### src/sv/gost_pkg.sv
// ----------------------------------------------------------------------------
// GOST R 34.11-94 hash package
// Shared types, constants, the cipher round function and the A, P and psi transforms.
// ----------------------------------------------------------------------------
package gost_pkg;

   typedef logic [31:0] word_type;
   typedef word_type [7:0] blk_type;

   typedef enum logic [3:0] {
      ST_IDLE,
      ST_ABSORB,
      ST_KEY,
      ST_ROUND,
      ST_PSI,
      ST_PAD,
      ST_LEN,
      ST_SUM,
      ST_OUT
   } state_type;

   // psi shuffle schedule: 12, then xor m, 1, then xor h, 61
   localparam logic [6:0] PSI_A = 7'd12;
   localparam logic [6:0] PSI_B = 7'd61;

   localparam blk_type C3_WORDS = '{
      32'hff00ffff, 32'h000000ff, 32'hff0000ff, 32'h00ffff00,
      32'h00ff00ff, 32'h00ff00ff, 32'hff00ff00, 32'hff00ff00};

   function automatic logic [3:0] sb(input logic [2:0] n, input logic [3:0] x);
      logic [3:0] t [8][16];
      t = '{
         '{4'd10,4'd4,4'd5,4'd6,4'd8,4'd1,4'd3,4'd7,4'd13,4'd12,4'd14,4'd0,4'd9,4'd2,4'd11,4'd15},
         '{4'd5,4'd15,4'd4,4'd0,4'd2,4'd13,4'd11,4'd9,4'd1,4'd7,4'd6,4'd3,4'd12,4'd14,4'd10,4'd8},
         '{4'd7,4'd15,4'd12,4'd14,4'd9,4'd4,4'd1,4'd0,4'd3,4'd11,4'd5,4'd2,4'd6,4'd10,4'd8,4'd13},
         '{4'd4,4'd10,4'd7,4'd12,4'd0,4'd15,4'd2,4'd8,4'd14,4'd1,4'd6,4'd5,4'd13,4'd11,4'd9,4'd3},
         '{4'd7,4'd6,4'd4,4'd11,4'd9,4'd12,4'd2,4'd10,4'd1,4'd8,4'd0,4'd14,4'd15,4'd13,4'd3,4'd5},
         '{4'd7,4'd6,4'd2,4'd4,4'd13,4'd9,4'd15,4'd0,4'd10,4'd1,4'd5,4'd11,4'd8,4'd14,4'd12,4'd3},
         '{4'd13,4'd14,4'd4,4'd1,4'd7,4'd0,4'd5,4'd10,4'd3,4'd12,4'd8,4'd15,4'd6,4'd2,4'd9,4'd11},
         '{4'd1,4'd3,4'd10,4'd9,4'd5,4'd11,4'd4,4'd15,4'd8,4'd6,4'd7,4'd14,4'd13,4'd0,4'd2,4'd12}};
      return t[n][x];
   endfunction

   function automatic word_type round_fn(input word_type half, input word_type k);
      word_type x;
      word_type y;
      x = half + k;
      for (int n = 0; n < 8; n++) begin
         y[4*n +: 4] = sb(3'(n), x[4*n +: 4]);
      end
      return {y[20:0], y[31:21]};
   endfunction

   function automatic blk_type a_xform(input blk_type y);
      blk_type r;
      for (int i = 0; i < 6; i++) begin
         r[i] = y[i+2];
      end
      r[6] = y[0] ^ y[2];
      r[7] = y[1] ^ y[3];
      return r;
   endfunction

   function automatic blk_type p_xform(input blk_type w);
      blk_type key;
      for (int a = 0; a < 2; a++) begin
         for (int b = 0; b < 4; b++) begin
            for (int c = 0; c < 4; c++) begin
               key[a*4+b][8*c +: 8] = w[2*c+a][8*b +: 8];
            end
         end
      end
      return key;
   endfunction

   function automatic blk_type psi_xform(input blk_type w);
      blk_type r;
      logic [15:0] t;
      t = w[0][15:0] ^ w[0][31:16] ^ w[1][15:0] ^ w[1][31:16] ^ w[6][15:0] ^ w[7][31:16];
      for (int i = 0; i < 7; i++) begin
         r[i] = {w[i+1][15:0], w[i][31:16]};
      end
      r[7] = {t, w[7][31:16]};
      return r;
   endfunction

endpackage

### src/sv/gost_cipher.sv
// ----------------------------------------------------------------------------
// GOST cipher round unit
// One 28147-89 round a cycle; 32 rounds per encryption.
// ----------------------------------------------------------------------------
module gost_cipher import gost_pkg::*; (
   input  logic     clock,
   input  logic     reset,
   input  logic     start,
   input  blk_type  key,
   input  word_type in_lo,
   input  word_type in_hi,
   output logic     done,
   output word_type out_lo,
   output word_type out_hi
);

   word_type   a_ff, a_in, b_ff, b_in;
   logic [4:0] rnd_ff, rnd_in;
   logic       busy_ff, busy_in;
   logic [2:0] kidx;
   word_type   f;

   always_comb begin
      kidx = (rnd_ff < 5'd24) ? rnd_ff[2:0] : 3'd7 - rnd_ff[2:0];
      f = round_fn(rnd_ff[0] ? b_ff : a_ff, key[kidx]);
      a_in = a_ff;
      b_in = b_ff;
      rnd_in = rnd_ff;
      busy_in = busy_ff;
      if (start) begin
         a_in = in_lo;
         b_in = in_hi;
         rnd_in = '0;
         busy_in = 1'b1;
      end else if (busy_ff) begin
         if (rnd_ff[0]) begin
            a_in = a_ff ^ f;
         end else begin
            b_in = b_ff ^ f;
         end
         rnd_in = rnd_ff + 5'd1;
         if (rnd_ff == 5'd31) begin
            busy_in = 1'b0;
         end
      end
   end

   always_ff @(posedge clock) begin
      a_ff <= a_in;
      b_ff <= b_in;
      rnd_ff <= rnd_in;
      if (reset) begin
         busy_ff <= 1'b0;
      end else begin
         busy_ff <= busy_in;
      end
   end

   // last round is odd: b is final, a takes its last update
   assign done   = busy_ff && rnd_ff == 5'd31;
   assign out_lo = b_ff;
   assign out_hi = a_ff ^ f;

endmodule

### config.mk
export PLATFORM = sky130hd
export DESIGN_NAME = gost_cipher
export DESIGN_NICKNAME = d
export VERILOG_FILES = /design/src/sv/gost_pkg.sv /design/src/sv/gost_cipher.sv
export SDC_FILE = /design/constraint.sdc
export NUM_CORES = 1
export LEC_CHECK = 0
export BUFFER_PORTS_ARGS = -buffer_cell sky130_fd_sc_hd__buf_2
export CORE_AREA = 2 2 151 153
export CTS_CLUSTER_DIAMETER = 60
export DETAILED_ROUTE_END_ITERATION = 10
export DIE_AREA = 0 0 153 155
export GPL_ROUTABILITY_DRIVEN = 0
export HOLD_SLACK_MARGIN = 0.15
export PLACE_DENSITY = 0.74
export SETUP_SLACK_MARGIN = 0.5
export SLEW_MARGIN = 40
export SYNTH_ARGS = -nofsm -noshare
export SYNTH_HDL_FRONTEND = slang
export SYNTH_SLANG_ARGS = --single-unit
### constraint.sdc
create_clock -name clock -period 5.56 [get_ports clock]
set_input_delay 0.278 -clock clock [delete_from_list [all_inputs] [get_ports clock]]
set_output_delay 0.278 -clock clock [all_outputs]
set_load 0.02 [all_outputs]
==> summary.md <==
Synthesis produced a netlist whose cell count is 880. Clock tree synthesis selected as its root buffer the cell sky130_fd_sc_hd__clkbuf_16. Reg-to-reg critical path startpoint: rnd_ff[3]$_SDFFE_PP0P_.

Setup slack on the worst reg-to-reg path comes out at 0.34 ns. When the netlist entered floorplanning its net count stood at 1,269. The endpoint of the worst-slack reg-to-reg timing path was out_lo[7]$_DFFE_PP_. The tightest slew margin relative to the limit came out at 49.0%. The global-route wire length before repair is 51,600 um, and the I/O pin count is 388. Critical path capture point type: a primary output. The logs give 36,600 um for the detailed-route wire length and 0 for the count of antenna-violating nets left after detailed routing.

TritonCTS built the clock tree. The worst setup path is launched from a flip-flop. Row generation in the floorplan step produced 55 rows.

Share of Yosys cell area claimed by the top area cell type: 21.0%. In this run, the number of DRC markers left after iteration 0 of detailed routing was 779. Total number of vias: 9,723. The synthesized design spends more area on one cell type than any other, namely sky130_fd_sc_hd__edfxtp_1. For this configuration, the core starts out at a cell density of 41.3%. Across the run, the number of max-cap violations was 0. In this run the number of H-tree levels came out at 3.

The run finished with clean final reports. After synthesis, the cell types taking the most area are sky130_fd_sc_hd__edfxtp_1 (21%), sky130_fd_sc_hd__mux4_2 (16%), sky130_fd_sc_hd__mux2_2 (12%). The number of cells traversed by the worst register-to-register path was 22; the via count normalized by instance count was 5.84. The final hold violation count is 0.

Counting instances, the worst hold path has a depth of 3. Summed over all failing endpoints, the final setup total negative slack is 0 ns. At the end of the flow, the number of nets in the layout was 1,762.

In this run the cell area of the synthesized design comes to 0.00917 sq mm. Across the routed clock network, the largest skew measured is 0.0100 ns. For this run, the leading register cell type out of synthesis is sky130_fd_sc_hd__edfxtp_1. The first-pass detailed-route iteration total was 5; the data arrival at the endpoint of the critical path was 5.08 ns. The transition time of the tightest slew-check pin is 0.766 ns, and the residual overflow from global routing is 0. The die is 153 um wide. The worst setup path is of the reg -> out kind.

The die is 155 um tall. The tightest hold path in the finished design has a slack of 0.203 ns. The tools report the pin count of the biggest net entering global routing as 69.

For hold timing, the worst endpoint is out_lo[19]$_DFFE_PP_. The layout has 1,617 filler cells. In this run the most critical hold path is launched from in_hi[19].

For the final setup violation count, the log shows 0. The count of flip-flops with a built-in enable after synthesis was 64. The tightest min-delay check is of the in -> reg type. At the placement stage, the worst setup path has a slack of 0.0165 ns. In this run, CTS created clock tree buffers numbering 9. The final critical path takes up 96.4% of the cycle. The half-perimeter wire length after detailed placement is 25,400 um. Dividing the detail-routed wire length by the instance count gives 22.0 um.

The clock drives 70 sinks. The tools report the via count of the first global-routing pass as 9,540. The global-route total usage across every layer was 27.8%.

Counting flops with an async set or reset pin after synthesis yields a share of 0%. Final period demand of the worst path: 5.36 ns. The clock reaches the later pin of the worst-skew pair after 0.36 ns. Based on the critical path, the design can be clocked at up to 187 MHz.

The number of max-slew violations in the final report was 0. In this run the standard cell core region covers 0.0222 sq mm. Setup repair after global routing could not meet its margin everywhere. The die covers 0.0237 sq mm. The clock-pin slew on the worst setup and hold paths is 0.06 ns. Sequential elements use 22.3% of the synthesized area. The layout overhead on the synthesized area was 59.6%.

The required time at the endpoint of the critical path came out at 5.28 ns. For the number of antenna violations at the first check in global routing, the log shows 2. The quantity of I/O buffers inserted on ports was 387; the number of DRC violations after detailed routing was 0. The largest driver fanout on the critical path is 7.

The synthesized netlist contains 84 unique library cells. For this run, the number of Yosys warnings is 0. A synthesized cell averages 10.4 sq um. The maximum number of buffers from clock root to sink was 2.

The least setup slack across all paths after layout was 0.200 ns; the number of synthesized register bits was 70. The post-route netlist has 66.1% of its cells at a drive strength greater than 1.
## Yosys cell counts, types with 24 or more instances
library cell,n
sky130_fd_sc_hd__inv_1,24
sky130_fd_sc_hd__mux2_2,95
sky130_fd_sc_hd__xor2_1,51
sky130_fd_sc_hd__o21ai_0,52
sky130_fd_sc_hd__edfxtp_1,64
sky130_fd_sc_hd__ha_1,65
sky130_fd_sc_hd__mux4_2,64
sky130_fd_sc_hd__clkbuf_1,29
sky130_fd_sc_hd__a21oi_1,42
sky130_fd_sc_hd__nand2_1,74
sky130_fd_sc_hd__nor2_1,36
sky130_fd_sc_hd__xnor2_1,51
## worst max path at each step
stage / startpoint / to / cells after the start / slack, ns
after floorplan: rnd_ff[3]$_SDFFE_PP0P_ / a_ff[31]$_DFFE_PP_ / 19 / 0.48
after global placement: rnd_ff[3]$_SDFFE_PP0P_ / a_ff[8]$_DFFE_PP_ / 16 / 0.18
after detailed placement: rnd_ff[3]$_SDFFE_PP0P_ / a_ff[9]$_DFFE_PP_ / 16 / 0.02
after CTS: rnd_ff[4]$_SDFFE_PP0P_ / out_hi[9] / 21 / 0.32
after global routing: rnd_ff[3]$_SDFFE_PP0P_ / out_hi[31] / 20 / 0.08
final: rnd_ff[3]$_SDFFE_PP0P_ / out_hi[9] / 19 / 0.20
## flip-flops by register name, indices dropped and copies added, names as in the netlist
register,flops
rnd_ff,5
a_ff,32
out_lo,32
busy_ff,1
## per-layer routing
metal	wire length (um)	share of wire (%)	GRT usage (%)	vias up
met4	990	2.7	8.60	0
met5	0	0	0	-
met1	14200	39	34.2	4764
li1	-	-	-	4364
met2	18800	51	49.4	498
met3	2620	7.2	5.46	97
## cell families after synthesis
logic type / synth area share [%]
buf+inv: 3.57
fa+ha+maj: 9.19
xor+xnor: 10.9
simple gates: 10.4
compound gates: 14.9
mux: 28.9
flops: 22.3
## worst max-delay path: stages, from the launching register on
cell and delay, ns:
sky130_fd_sc_hd__dfxtp_4 0.34, sky130_fd_sc_hd__and2_4 0.18, sky130_fd_sc_hd__xnor2_4 0.19, sky130_fd_sc_hd__buf_12 0.19
sky130_fd_sc_hd__buf_12 0.13, sky130_fd_sc_hd__buf_16 0.14, sky130_fd_sc_hd__mux4_2 0.49, sky130_fd_sc_hd__mux2_2 0.31
sky130_fd_sc_hd__ha_4 0.30, sky130_fd_sc_hd__and2_2 0.27, sky130_fd_sc_hd__a41o_1 0.32, sky130_fd_sc_hd__or4_1 0.57
sky130_fd_sc_hd__and3_4 0.24, sky130_fd_sc_hd__ha_4 0.29, sky130_fd_sc_hd__inv_2 0.06, sky130_fd_sc_hd__nor4_4 0.16
sky130_fd_sc_hd__a211oi_2 0.07, sky130_fd_sc_hd__buf_4 0.16, sky130_fd_sc_hd__xnor2_2 0.14, sky130_fd_sc_hd__buf_4 0.17
## metrics by stage
step / std cells / util, % / area (sq um)
CTS: 1606 / 61.1 / 13600
detailed placement: 1521 / 53.1 / 11800
floorplan: 880 / - / 9600
global placement: 1521 / 53.1 / 11800
global route: 1664 / 65.9 / 14600
finish: 1665 / 65.9 / 14600
## placed cells by master, fill, tap and decap left out, types with 7 or more instances in the layout
cell / count
sky130_fd_sc_hd__xor2_1: 34
sky130_fd_sc_hd__a21oi_2: 17
sky130_fd_sc_hd__o21ai_1: 9
sky130_fd_sc_hd__edfxtp_1: 64
sky130_fd_sc_hd__mux2_2: 78
sky130_fd_sc_hd__mux2i_1: 8
sky130_fd_sc_hd__mux4_2: 64
sky130_fd_sc_hd__xor2_2: 12
sky130_fd_sc_hd__buf_2: 368
sky130_fd_sc_hd__buf_4: 123
sky130_fd_sc_hd__a211oi_1: 7
sky130_fd_sc_hd__xnor2_1: 34
sky130_fd_sc_hd__nand2_1: 63
sky130_fd_sc_hd__mux2_4: 18
sky130_fd_sc_hd__ha_4: 30
sky130_fd_sc_hd__ha_1: 30
sky130_fd_sc_hd__nand4_1: 9
sky130_fd_sc_hd__inv_1: 20
sky130_fd_sc_hd__o21ai_0: 43
sky130_fd_sc_hd__nor3_1: 9
sky130_fd_sc_hd__buf_6: 21
sky130_fd_sc_hd__buf_12: 10
sky130_fd_sc_hd__buf_16: 7
sky130_fd_sc_hd__xnor2_2: 12
sky130_fd_sc_hd__nor2_1: 31
sky130_fd_sc_hd__xnor2_4: 10
sky130_fd_sc_hd__clkbuf_16: 9
sky130_fd_sc_hd__a21o_1: 12
sky130_fd_sc_hd__a21oi_1: 20
## timing repair
action / 4_1_cts / 5_1_grt
endpoints found under the setup margin: 67 / 38
hold buffers: 1 / 0
gates resized for setup: 159 / 116
pin swaps: 56 / 81
hold endpoints to repair: 1 / 0
setup buffers: 62 / 57
gates cloned: 6 / 0
## area by class of cell
| cell class | instances | area [sq um] | area share, % |
|---|---|---|---|
| repair buffers | 531 | 3440 | 23.5 |
| well taps | 285 | 357 | 2.44 |
| clock buffers | 12 | 246 | 1.68 |
| inverters | 26 | 103 | 0.701 |
| clock inverters | 4 | 47.5 | 0.325 |
| diodes | 2 | 5.00 | 0.0342 |
| multi-input cells | 735 | 8400 | 57.3 |
| flip-flops and latches | 70 | 2050 | 14.0 |
Power is left out: the tool's default activity adds up to more than one toggle a clock period on the data nets, which glitch-free logic cannot reach.
